==> config.mk <==
export PLATFORM = sky130hd
export DESIGN_NAME = weighted_approximate_counter
export DESIGN_NICKNAME = d
export VERILOG_FILES = /design/src/rtl/wac_pkg.sv /design/src/rtl/wac_front.sv /design/src/rtl/wac_queue.sv /design/src/rtl/wac_back.sv /design/src/rtl/weighted_approximate_counter.sv
export SDC_FILE = /design/constraint.sdc
export NUM_CORES = 1
export LEC_CHECK = 0
export BUFFER_PORTS_ARGS = -buffer_cell sky130_fd_sc_hd__buf_2
export CAP_MARGIN = 25
export CORE_ASPECT_RATIO = 0.7
export CORE_MARGIN = 2
export CORE_UTILIZATION = 41
export CTS_CLUSTER_DIAMETER = 200
export DETAILED_ROUTE_END_ITERATION = 16
export PLACE_DENSITY = 0.7
export SYNTH_ARGS = -nofsm -noshare
export SYNTH_HDL_FRONTEND = slang
export SYNTH_SLANG_ARGS = --single-unit
==> constraint.sdc <==
create_clock -name clk -period 10.75 [get_ports clk]
set_input_delay 1.6125 -clock clk [delete_from_list [all_inputs] [get_ports clk]]
set_output_delay 1.6125 -clock clk [all_outputs]
set_load 0.05 [all_outputs]
==> src/rtl/wac_pkg.sv <==
`default_nettype none
// ----------------------------------------------------------------------------
// wac_pkg
// Shared constants and types of the weighted approximate counter: field
// widths, count geometry and the item record passed from front to back.
// ----------------------------------------------------------------------------
package wac_pkg;

  // Field widths of one transaction.
  localparam int WeightBits   = 16;
  localparam int RandomBits   = 32;
  localparam int ExpBits      = 5;
  localparam int CountOutBits = 16;
  localparam int EstimateBits = 47;

  // Counter geometry.
  localparam int CountBits   = 16;
  localparam int MaxExponent = 31;

  // One weight shifted down, plus a possible round-up.
  localparam int IncBits = WeightBits + 1;
  // Count plus increment, with a carry bit.
  localparam int SumBits = ((CountBits > IncBits) ? CountBits : IncBits) + 1;
  // Count shifted left by the largest exponent the field can hold.
  localparam int ShiftedBits = CountBits + (1 << ExpBits) - 1;

  localparam logic [SumBits-1:0]   CountMaxSum = SumBits'({CountBits{1'b1}});
  localparam logic [CountBits-1:0] CountMax    = {CountBits{1'b1}};
  localparam logic [ExpBits-1:0]   ExpMax      = ExpBits'(MaxExponent);

  // Decoupling queue between the front and the back.
  localparam int QueueDepth    = 2;
  localparam int QueuePtrBits  = (QueueDepth > 1) ? $clog2(QueueDepth) : 1;
  localparam int QueueCntBits  = $clog2(QueueDepth + 1);

  // Item as classified by the front.
  typedef struct packed {
    logic [WeightBits-1:0] weight;
    logic [RandomBits-1:0] random_bits;
    logic                  last;
    logic                  zero_weight;
  } item_t;

endpackage : wac_pkg
`default_nettype wire

==> src/rtl/wac_front.sv <==
`default_nettype none
// ----------------------------------------------------------------------------
// wac_front
// Input stage: registers each incoming transaction, tags it and offers it to
// the decoupling queue.
// ----------------------------------------------------------------------------
module wac_front (
  input  wire logic                           clk,
  input  wire logic                           rst,
  input  wire logic                           in_valid,
  output logic                                in_stall,
  input  wire logic [wac_pkg::WeightBits-1:0] weight,
  input  wire logic [wac_pkg::RandomBits-1:0] random_bits,
  input  wire logic                           end_of_run,
  output logic                                item_valid,
  input  wire logic                           item_stall,
  output wac_pkg::item_t                      item
);
  import wac_pkg::*;

  logic  front_valid;
  logic  front_valid_next;
  item_t front_item;
  logic  load;
  logic  push;

  assign push     = front_valid && !item_stall;
  assign in_stall = front_valid && item_stall;
  assign load     = in_valid && !in_stall;

  always_comb begin
    front_valid_next = front_valid;
    if (load) begin
      front_valid_next = 1'b1;
    end else if (push) begin
      front_valid_next = 1'b0;
    end
  end

  always_ff @(posedge clk) begin
    if (rst) begin
      front_valid <= 1'b0;
    end else begin
      front_valid <= front_valid_next;
    end
  end

  always_ff @(posedge clk) begin
    if (load) begin
      front_item.weight      <= weight;
      front_item.random_bits <= random_bits;
      front_item.last        <= end_of_run;
      front_item.zero_weight <= (weight == '0);
    end
  end

  assign item_valid = front_valid;
  assign item       = front_item;

endmodule : wac_front
`default_nettype wire

==> src/rtl/wac_queue.sv <==
`default_nettype none
// ----------------------------------------------------------------------------
// wac_queue
// Short first-in first-out queue that lets the front and the back stall
// independently of each other.
// ----------------------------------------------------------------------------
module wac_queue (
  input  wire logic   clk,
  input  wire logic   rst,
  input  wire logic   push_valid,
  output logic        push_stall,
  input  wire wac_pkg::item_t push_item,
  output logic        pop_valid,
  input  wire logic   pop_stall,
  output wac_pkg::item_t pop_item
);
  import wac_pkg::*;

  item_t                   entries [QueueDepth];
  logic [QueuePtrBits-1:0] wr_ptr;
  logic [QueuePtrBits-1:0] rd_ptr;
  logic [QueueCntBits-1:0] fill;
  logic [QueueCntBits-1:0] fill_next;
  logic                    push;
  logic                    pop;

  assign push_stall = (fill == QueueCntBits'(QueueDepth));
  assign pop_valid  = (fill != '0);
  assign push       = push_valid && !push_stall;
  assign pop        = pop_valid && !pop_stall;
  assign pop_item   = entries[rd_ptr];

  always_comb begin
    fill_next = fill;
    if (push && !pop) begin
      fill_next = fill + QueueCntBits'(1);
    end else if (pop && !push) begin
      fill_next = fill - QueueCntBits'(1);
    end
  end

  always_ff @(posedge clk) begin
    if (rst) begin
      wr_ptr <= '0;
      rd_ptr <= '0;
      fill   <= '0;
    end else begin
      fill <= fill_next;
      if (push) begin
        wr_ptr <= (wr_ptr == QueuePtrBits'(QueueDepth - 1)) ? '0 : wr_ptr + QueuePtrBits'(1);
      end
      if (pop) begin
        rd_ptr <= (rd_ptr == QueuePtrBits'(QueueDepth - 1)) ? '0 : rd_ptr + QueuePtrBits'(1);
      end
    end
  end

  always_ff @(posedge clk) begin
    if (push) begin
      entries[wr_ptr] <= push_item;
    end
  end

  // The fill level never goes beyond the number of entries.
  assert property (@(posedge clk) disable iff (rst)
    fill <= QueueCntBits'(QueueDepth))
    else $error("queue fill level beyond its depth");

  // When the queue is empty or full, the two pointers are equal.
  assert property (@(posedge clk) disable iff (rst)
    (fill == '0 || fill == QueueCntBits'(QueueDepth)) |-> (wr_ptr == rd_ptr))
    else $error("queue pointers disagree with fill level");

  // A push into a full queue is refused, so fill holds when nothing pops.
  assert property (@(posedge clk) disable iff (rst)
    (push_stall && !pop) |=> (fill == QueueCntBits'(QueueDepth)))
    else $error("full queue lost its contents");

endmodule : wac_queue
`default_nettype wire

==> src/rtl/wac_back.sv <==
`default_nettype none
// ----------------------------------------------------------------------------
// wac_back
// Update stage: applies one item to the count and exponent, and holds the
// result in an output register until it is taken.
// ----------------------------------------------------------------------------
module wac_back (
  input  wire logic                             clk,
  input  wire logic                             rst,
  input  wire logic                             item_valid,
  output logic                                  item_stall,
  input  wire wac_pkg::item_t                   item,
  output logic                                  out_valid,
  input  wire logic                             out_stall,
  output logic [wac_pkg::CountOutBits-1:0]      count_value,
  output logic [wac_pkg::ExpBits-1:0]           scale_exponent,
  output logic [wac_pkg::EstimateBits-1:0]      estimate,
  output logic                                  saturated
);
  import wac_pkg::*;

  // Running state.
  logic [CountBits-1:0]  count;
  logic [ExpBits-1:0]    exponent;
  logic                  sat_flag;
  logic [CountBits-1:0]  count_next;
  logic [ExpBits-1:0]    exponent_next;
  logic                  sat_flag_next;

  // Output register.
  logic [CountBits-1:0]  res_count;
  logic [ExpBits-1:0]    res_exponent;
  logic                  res_sat;

  logic                  take;
  logic [WeightBits-1:0] rem_mask;
  logic [WeightBits-1:0] rem;
  logic [RandomBits-1:0] threshold;
  logic [ExpBits:0]      thr_shift;
  logic                  round_up;
  logic [IncBits-1:0]    inc;
  logic [SumBits-1:0]    sum;
  logic [SumBits-1:0]    half;

  assign item_stall = out_valid && out_stall;
  assign take       = item_valid && !item_stall;

  // Increment is the weight shifted down by k; the dropped fraction rounds
  // up when the random word falls strictly below it, scaled to 32 bits.
  assign rem_mask  = ~({WeightBits{1'b1}} << exponent);
  assign rem       = item.weight & rem_mask;
  assign thr_shift = (ExpBits + 1)'(RandomBits) - {1'b0, exponent};
  assign threshold = (exponent == '0) ? '0
                   : RandomBits'(RandomBits'(rem) << thr_shift);
  assign round_up  = !item.zero_weight && (item.random_bits < threshold);
  assign inc       = IncBits'(item.weight >> exponent) + IncBits'(round_up);
  assign sum       = SumBits'(count) + SumBits'(inc);
  assign half      = sum >> 1;

  always_comb begin
    count_next    = count;
    exponent_next = exponent;
    sat_flag_next = sat_flag;
    priority if (sum <= CountMaxSum) begin
      count_next = CountBits'(sum);
    end else if (exponent < ExpMax) begin
      exponent_next = exponent + ExpBits'(1);
      count_next    = (half > CountMaxSum) ? CountMax : CountBits'(half);
    end else begin
      count_next    = CountMax;
      sat_flag_next = 1'b1;
    end
  end

  always_ff @(posedge clk) begin
    if (rst) begin
      count     <= '0;
      exponent  <= '0;
      sat_flag  <= 1'b0;
      out_valid <= 1'b0;
    end else begin
      if (take) begin
        out_valid <= 1'b1;
        if (item.last) begin
          count    <= '0;
          exponent <= '0;
          sat_flag <= 1'b0;
        end else begin
          count    <= count_next;
          exponent <= exponent_next;
          sat_flag <= sat_flag_next;
        end
      end else if (!out_stall) begin
        out_valid <= 1'b0;
      end
    end
  end

  always_ff @(posedge clk) begin
    if (take) begin
      res_count    <= count_next;
      res_exponent <= exponent_next;
      res_sat      <= sat_flag_next;
    end
  end

  assign count_value    = CountOutBits'(res_count);
  assign scale_exponent = res_exponent;
  assign estimate       = EstimateBits'(ShiftedBits'(res_count) << res_exponent);
  assign saturated      = res_sat;

  // An end-of-run item leaves the state cleared for the next run.
  assert property (@(posedge clk) disable iff (rst)
    (take && item.last) |=> (count == '0 && exponent == '0 && !sat_flag))
    else $error("state not cleared after end of run");

  // Within a run the exponent never falls.
  assert property (@(posedge clk) disable iff (rst)
    (take && !item.last) |=> (exponent >= $past(exponent)))
    else $error("exponent decreased within a run");

  // Saturation can only happen once the exponent has reached its maximum.
  assert property (@(posedge clk) disable iff (rst)
    sat_flag |-> (exponent == ExpMax && count == CountMax))
    else $error("saturation flag set below the maximum exponent");

  // The state moves only when an item is taken.
  assert property (@(posedge clk) disable iff (rst)
    !take |=> ($stable(count) && $stable(exponent) && $stable(sat_flag)))
    else $error("counter state changed without an item");

endmodule : wac_back
`default_nettype wire

==> src/rtl/weighted_approximate_counter.sv <==
`default_nettype none
// ----------------------------------------------------------------------------
// weighted_approximate_counter
// Path: an accepted input transaction passes the input register, the queue
// and the update with output register before its result is offered.
// Throughput: one transaction per cycle while the output is not stalled;
// the back stage updates count and exponent for each item it takes.
// Reset: synchronous; clears count, exponent, flag and all valid state.
// ----------------------------------------------------------------------------
//
// Weighted probabilistic approximate counter. Each transaction carries a
// weight and a fresh random word. The block keeps a compressed count and a
// scale exponent k, so that the estimated weight sum is count * 2^k.
//
// Structure:
//   wac_front  registers the incoming transaction and tags it (end of run,
//              zero weight).
//   wac_queue  a two-entry queue, so that a stall at the output does not
//              immediately stall the input, and vice versa.
//   wac_back   adds weight >> k to the count, rounding up with probability
//              equal to the dropped fraction. On overflow the exponent is
//              raised and the count halved; at the maximum exponent the count
//              saturates and a sticky flag is set. The result is held in an
//              output register, and the back takes the next item in the same
//              cycle in which the current result is taken.
//
// An end-of-run transaction is counted and reported as usual; the state then
// returns to zero for the next run.
module weighted_approximate_counter (
  input  wire logic                             clk,
  input  wire logic                             rst,
  input  wire logic                             in_valid,
  output logic                                  in_stall,
  input  wire logic [wac_pkg::WeightBits-1:0]   weight,
  input  wire logic [wac_pkg::RandomBits-1:0]   random_bits,
  input  wire logic                             end_of_run,
  output logic                                  out_valid,
  input  wire logic                             out_stall,
  output logic [wac_pkg::CountOutBits-1:0]      count_value,
  output logic [wac_pkg::ExpBits-1:0]           scale_exponent,
  output logic [wac_pkg::EstimateBits-1:0]      estimate,
  output logic                                  saturated
);
  import wac_pkg::*;

  // Front to queue.
  logic  front_valid;
  logic  front_stall;
  item_t front_item;

  // Queue to back.
  logic  queue_valid;
  logic  queue_stall;
  item_t queue_item;

  wac_front u_front (
    .clk         (clk),
    .rst         (rst),
    .in_valid    (in_valid),
    .in_stall    (in_stall),
    .weight      (weight),
    .random_bits (random_bits),
    .end_of_run  (end_of_run),
    .item_valid  (front_valid),
    .item_stall  (front_stall),
    .item        (front_item)
  );

  wac_queue u_queue (
    .clk        (clk),
    .rst        (rst),
    .push_valid (front_valid),
    .push_stall (front_stall),
    .push_item  (front_item),
    .pop_valid  (queue_valid),
    .pop_stall  (queue_stall),
    .pop_item   (queue_item)
  );

  wac_back u_back (
    .clk            (clk),
    .rst            (rst),
    .item_valid     (queue_valid),
    .item_stall     (queue_stall),
    .item           (queue_item),
    .out_valid      (out_valid),
    .out_stall      (out_stall),
    .count_value    (count_value),
    .scale_exponent (scale_exponent),
    .estimate       (estimate),
    .saturated      (saturated)
  );

endmodule : weighted_approximate_counter
`default_nettype wire

# --- After elaboration in Yosys (flattened, before gate mapping) ---
# Memory sizes are Yosys's and may differ from the RTL's. A register that Yosys moved wholly into a read port is not among the register bits.
# Cells that the tools add are included.
classes:
  n_addsub: 8
  n_mul: 0
  n_div: 0
  n_lt_le_gt_ge: 4
  eq_ne: 2
  shift: 4
  muxes: 23
  bitwise_logic: 2
  reduce_logical: 19
ops:
  columns: ["cell", "n"]
  rows:
  - ["16-bit two-way mux", 4]
  - ["16-bit by 5-bit << shifter with 47-bit output", 1]
  - ["32-bit less-than comparator", 1]
  - ["32-bit two-way mux", 1]
  - ["16-bit by 6-bit << shifter with 32-bit output", 1]
  - ["16-bit by 17-bit adder with 18-bit output", 1]
  - ["18-bit by 16-bit less-or-equal comparator with 1-bit output, second input constant", 1]
  - ["17-bit by 1-bit adder with 17-bit output", 1]
  - ["17-bit by 16-bit > comparator with 1-bit output, second input constant", 1]
  - ["16-bit by 5-bit >> shifter with 17-bit output", 1]
  - ["16-bit bitwise AND", 1]
  - ["16-bit zero test", 1]
  - ["16-bit NOT", 1]
  - ["16-bit by 5-bit << shifter with 16-bit output, first input constant", 1]
  - ["5-bit two-way mux", 3]
  - ["1-bit two-way mux", 13]
  - ["1-bit logical AND", 8]
  - ["1-bit zero test", 6]
  - ["2-bit nonzero test", 3]
  - ["6-bit by 5-bit subtractor with 6-bit output, first input constant", 1]
  - ["5-bit by 1-bit adder with 5-bit output, second input constant", 1]
  - ["5-bit zero test", 1]
  - ["5-bit less-than comparator, second input constant", 1]
  - ["2-bit two-way mux", 2]
  - ["other kinds (5)", 6]
totals:
  reg_bits: 100
  latchBits: 0
  ramBits: 100
  mem_bits_ro: 0
  output_inout_bits: 71
  mem_count: 1
mem_list:
  columns: ["memory", "depth", "word_bits", "rd", "rd_clocked_by_memory_dff", "write_ports", "line_no", "text"]
  rows:
  - ["u_queue.entries", 2, 50, 1, 1, 1, "wac_queue.sv:19", "item_t entries [QueueDepth];"]

# --- Longest topological paths before layout ---
logic_depth:
  ltp_word: 14
  depth_mapped: 43
  ltp_nobuf: 36

# --- Modules after synthesis ---
# A second synthesis with hierarchy kept.
hier_totals:
  cells_unflattened: 1159
  hier_area_um2: 12445.7
modules_own_cells:
  columns: ["mod", "n_inst", "cells_per_inst", "area_each_um2"]
  rows:
  - ["wac_back", 1, 918, 7051.8]
  - ["wac_queue", 1, 181, 3817.4]
  - ["wac_front", 1, 60, 1576.5]

# --- Worst setup path after synthesis ---
# No wires, ideal clock.
synth_path:
  path_kind: "reg2reg"
  start: "register u_back.exponent[0]"
  end: "register u_back.res_exponent[3] (netlist: u_back.scale_exponent[3]), data pin"
  arrival_ps: 8087
  required_ps: 10488
  setup_slack_ps: 2400
  path_stages_with_launch: 42
  n_path_buf: 9
  synth_period_minus_slack_ps: 8350
  cell_sequence: "dfxtp_1 -> buf_2 -> buf_4 -> inv_1 -> buf_2 -> buf_1 -> ha_1 -> ha_1 -> clkbuf_1 -> inv_1 -> buf_1 -> nand2_1 -> o22ai_1 -> nor2_1 -> a211oi_1 -> a21oi_1 -> ha_1 -> a21o_1 -> [6 not listed] -> a221oi_1 -> ha_1 -> ha_1 -> and4b_1 -> clkbuf_1 -> and3_1 -> xnor2_1 -> ha_1 -> a21oi_1 -> o211ai_1 -> or2_2 -> o21ai_0 -> nand3_1 -> or4_1 -> buf_2 -> buf_6 -> nand4_1 -> mux2_1"
synth_via:
  elab_chain_cells: 11
synth_lines:
  columns: ["element", "line_no", "text"]
  rows:
  - ["from (decl)", "wac_back.sv:24", "logic [ExpBits-1:0] exponent;"]
  - ["from (signal assigned)", "wac_back.sv:90", "exponent <= exponent_next;"]
  - ["16-bit by 5-bit << shifter with 16-bit output", "wac_back.sv:50", "assign rem_mask = ~({WeightBits{1'b1}} << exponent);"]
  - ["16-bit NOT", "wac_back.sv:50", null]
  - ["16-bit bitwise AND", "wac_back.sv:51", "assign rem = item.weight & rem_mask;"]
  - ["16-bit by 6-bit << shifter with 32-bit output", "wac_back.sv:54", ": RandomBits'(RandomBits'(rem) << thr_shift);"]
  - ["32-bit two-way mux", "wac_back.sv:53", "assign threshold = (exponent == '0) ? '0"]
  - ["32-bit less-than comparator", "wac_back.sv:55", "assign round_up = !item.zero_weight && (item.random_bits < threshold);"]
  - ["1-bit logical AND", "wac_back.sv:55", null]
  - ["17-bit by 1-bit adder with 17-bit output", "wac_back.sv:56", "assign inc = IncBits'(item.weight >> exponent) + IncBits'(round_up);"]
  - ["16-bit by 17-bit adder with 18-bit output", "wac_back.sv:57", "assign sum = SumBits'(count) + SumBits'(inc);"]
  - ["18-bit by 16-bit less-or-equal comparator with 1-bit output", "wac_back.sv:64", "priority if (sum <= CountMaxSum) begin"]
  - ["5-bit two-way mux *", "wac_back.sv:64", null]
  - ["via u_back.exponent_next[3]", "wac_back.sv:27", "logic [ExpBits-1:0] exponent_next;"]
  - ["to (signal assigned)", "wac_back.sv:102", "res_exponent <= exponent_next;"]
  - ["to (decl)", "wac_back.sv:32", "logic [ExpBits-1:0] res_exponent;"]
# The timed path passes the listed nets; every way through them passes the cells marked *.
# A chain may end at the register's enable or synchronous reset.

==> flow_metrics.tcl <==
set metrics [dict create \
    start_util_pct 42.06 \
    fin_crit_ns 9.205 \
    async_reset_ff_share_pct 0 \
    synth_top_area_cell "edfxtp_1" \
    syn_inst 1195 \
    worstSetupEndpointType "register" \
    place_ws_ns 1.649 \
    worst_slew_pin_slew_ns 1.053 \
    place_area_um2 13670 \
    syn-cell-area_um2 12720 \
    setup_violations 0 \
    drtAntennaViolNets 0 \
    nNetsFinal 1401 \
    crit_path_frequent_cell "a21o_1" \
    chipWidth_um 214.5 \
    reg2reg_depth 31 \
    synthTopCellsByArea "edfxtp_1 (41%), ha_1 (5.6%), mux2i_1 (5.6%)" \
    grt_pass1_wl_um 52210 \
    drt_iter0_markers 1247 \
    design_area_um2 14390 \
    port_buffers 123 \
    htree_levels 1 \
    clock_skew_ns 0.02050 \
    leakagePower_nw 5.523 \
    antennaDiodeCount 0 \
    fmax_ghz 0.1086 \
    ys_warn_count 0 \
    wl_met1_um 16510 \
    drc 0 \
    synthFlopType "edfxtp_1" \
    min_path_type "reg -> reg" \
    coreArea_um2 30240 \
    numCtsBuffers 21 \
    critPathCapture "u_back.scale_exponent[2]" \
    cts_tree "done" \
    slowest_stage "or4_1" \
    synth-seq-area-share_pct 45.18 \
    synth_top_area_share_pct 40.61 \
    placementRows 53 \
    r2r_end "u_back.scale_exponent[2]" \
    synthesis.nets 1306 \
    fin_setup_tns_ns 0 \
    cts.reportedPaths.clkPinSlew_ns 0.07 \
    drt_pass1_iterations 6 \
    fp.dieH_um 151.4 \
    cts_hold_buffers 0 \
    crit_path_max_fanout 38 \
    rsz0062_at_grt "no" \
    post_cts_buffers 0 \
    synth_cell_types 81 \
    wl_per_cell_um 19.45 \
    vias_per_cell 5.855 \
    syn-mean-instance-area_um2 10.64 \
    critical_path_class "reg -> reg" \
    max_cap_viol_count 0 \
    worst_slack_ns 1.545 \
    io_pins 124 \
    crit_required_ns 11.01 \
    finalHoldViolations 0 \
    syn2layout_area_growth_pct 13.17 \
    wl_met2_um 13000 \
    grt_usage_pct 20.33 \
    report.final.slew_viol_count 0 \
    start_kind "register" \
    powerDensity_nw_per_um2 262.8 \
    r2r_slack_ns 1.54 \
    synth_edf_count 172 \
    cts-root-buf "clkbuf_16" \
    ir_drop_v 0.0002123 \
    synth-seq-cells 201 \
    max_stage_delay_ns 0.77 \
    cts_num_sinks 201 \
    post_cts_resized 0 \
    dp_hpwl_um 25270 \
    antenna_found_initial 0 \
    grt_max_degree 51 \
    final_core_util_pct 47.60 \
    worst_ep_arrival_time_ns 9.47 \
    routabilityCongestion 1.006 \
    die_area_um2 32460 \
    finalCritPeriodShare_pct 85.63 \
    wl_um 33370 \
    highest_layer "met4" \
    vias 10047 \
    status "finished clean" \
    grt_pass1_vias 9179 \
    wl_met3_um 3416 \
    drive_above_1_share_pct 21.32 \
    clk_path_buf_depth 3 \
    grt-ovfl-total 0 \
    clk-insertion-delay-late_ns 0.51 \
    slew_headroom_pct 29.35 \
]
-- how the worst min path moves through the flow --
stage,slack (ns),cells after the start,to,startpoint
2_1_floorplan,0.42,0,u_queue.entries[0][0],u_front.item[0]
3_3_place_gp,0.43,0,u_queue.entries[0][43],u_front.item[43]
3_5_place_dp,0.43,0,u_queue.entries[1][32],u_front.item[32]
4_1_cts,0.45,0,u_queue.entries[1][32],u_front.item[32]
5_1_grt,0.45,0,u_queue.entries[0][21],u_front.item[21]
6_report,0.45,0,u_queue.entries[1][49],u_front.item[49]
-- registers in the layout (all words and copies together), names as in the netlist, 2 cells and up, named ones only --
signal,cells
u_queue.entries,100
u_front.item,50
u_back.count,16
u_back.count_value,16
u_back.exponent,5
u_back.scale_exponent,5
u_queue.fill,2
-- placed cells by master, fill, tap and decap left out, types with 9 or more instances in the layout --
cell / count
a21oi_1: 66
a22o_1: 15
nand3_1: 13
dfxtp_1: 28
mux4_2: 19
nand2b_1: 12
o21a_1: 10
edfxtp_1: 172
o22ai_1: 24
xor2_1: 13
nor4_1: 13
o21ai_0: 46
nand2_1: 100
mux2i_1: 71
inv_1: 23
ha_1: 57
a21o_1: 25
o31ai_1: 10
a211oi_1: 12
xnor2_1: 12
or3_1: 9
buf_4: 17
nor3_1: 34
mux2_2: 57
nand4_1: 17
buf_2: 123
nor2_1: 118
or2_2: 15
clkbuf_16: 22
a22oi_1: 12
and2_1: 11
-- power breakdown --
part	internal [W]	switching (W)	total, W
registers	0.00101	0.000144	0.00115
logic	0.000611	0.00132	0.00193
clock network	0.000407	0.000297	0.000704
-- final cells by class --
cell class,count,area [µm²]
multi-input combinational,898,6560
clock buffer,25,571.8
timing repair buffer,142,798.3
fill,2824,15850
tap,412,515.5
sequential,201,5749
inverter,26,97.59
clock inverter,12,100.1
-- critical path: cells and delay by family, from the launching register on --
| kind | cells | cell delay, ns |
|---|---|---|
| AO/OA/AOI/OAI | 14 | 2.90 |
| XOR/XNOR | 1 | 0.12 |
| adder cells (fa/ha/maj) | 4 | 1.17 |
| flip-flops | 1 | 0.73 |
| multiplexers | 4 | 1.32 |
| AND/OR/NAND/NOR | 8 | 2.63 |
-- per-layer routing --
metal | global-route usage, % | up-vias
met2 | 28.00 | 514
li1 | - | 4787
met5 | 0 | -
met3 | 4.558 | 37
met1 | 32.21 | 4709
met4 | 3.681 | 0
-- per-stage QoR --
step / cells / total power [W] / hold WS (ns)
3_3_place_gp: 1677 / 0.003040 / 0.4252
3_5_place_dp: 1677 / 0.003058 / 0.4327
4_1_cts: 1714 / 0.003773 / 0.4470
6_report: 1716 / 0.003783 / 0.4451
5_1_grt: 1716 / 0.003987 / 0.4549
2_1_floorplan: 1195 / 0.002601 / 0.4215
-- synthesized netlist by cell type (19+ instances only) --
master,instances
ha_1,57
mux4_2,19
inv_1,23
o21ai_0,46
nor2_1,119
o22ai_1,24
a21o_1,25
nand2_1,100
clkbuf_1,42
a21oi_1,66
dfxtp_1,29
nor3_1,34
edfxtp_1,172
mux2i_1,71
mux2_2,57
-- cells by family (layout without fill, tap and decap cells) --
kind of cell / count (synthesis) / in the layout / synth area share (%)
compound gates: 295 / 295 / 15.94
xor+xnor: 25 / 25 / 1.722
fa+ha+maj: 58 / 58 / 5.765
buf+inv: 96 / 205 / 3.375
flops: 201 / 201 / 45.18
mux: 148 / 148 / 14.09
simple gates: 372 / 372 / 13.93
No activity file was read; power rests on OpenSTA's default activity.
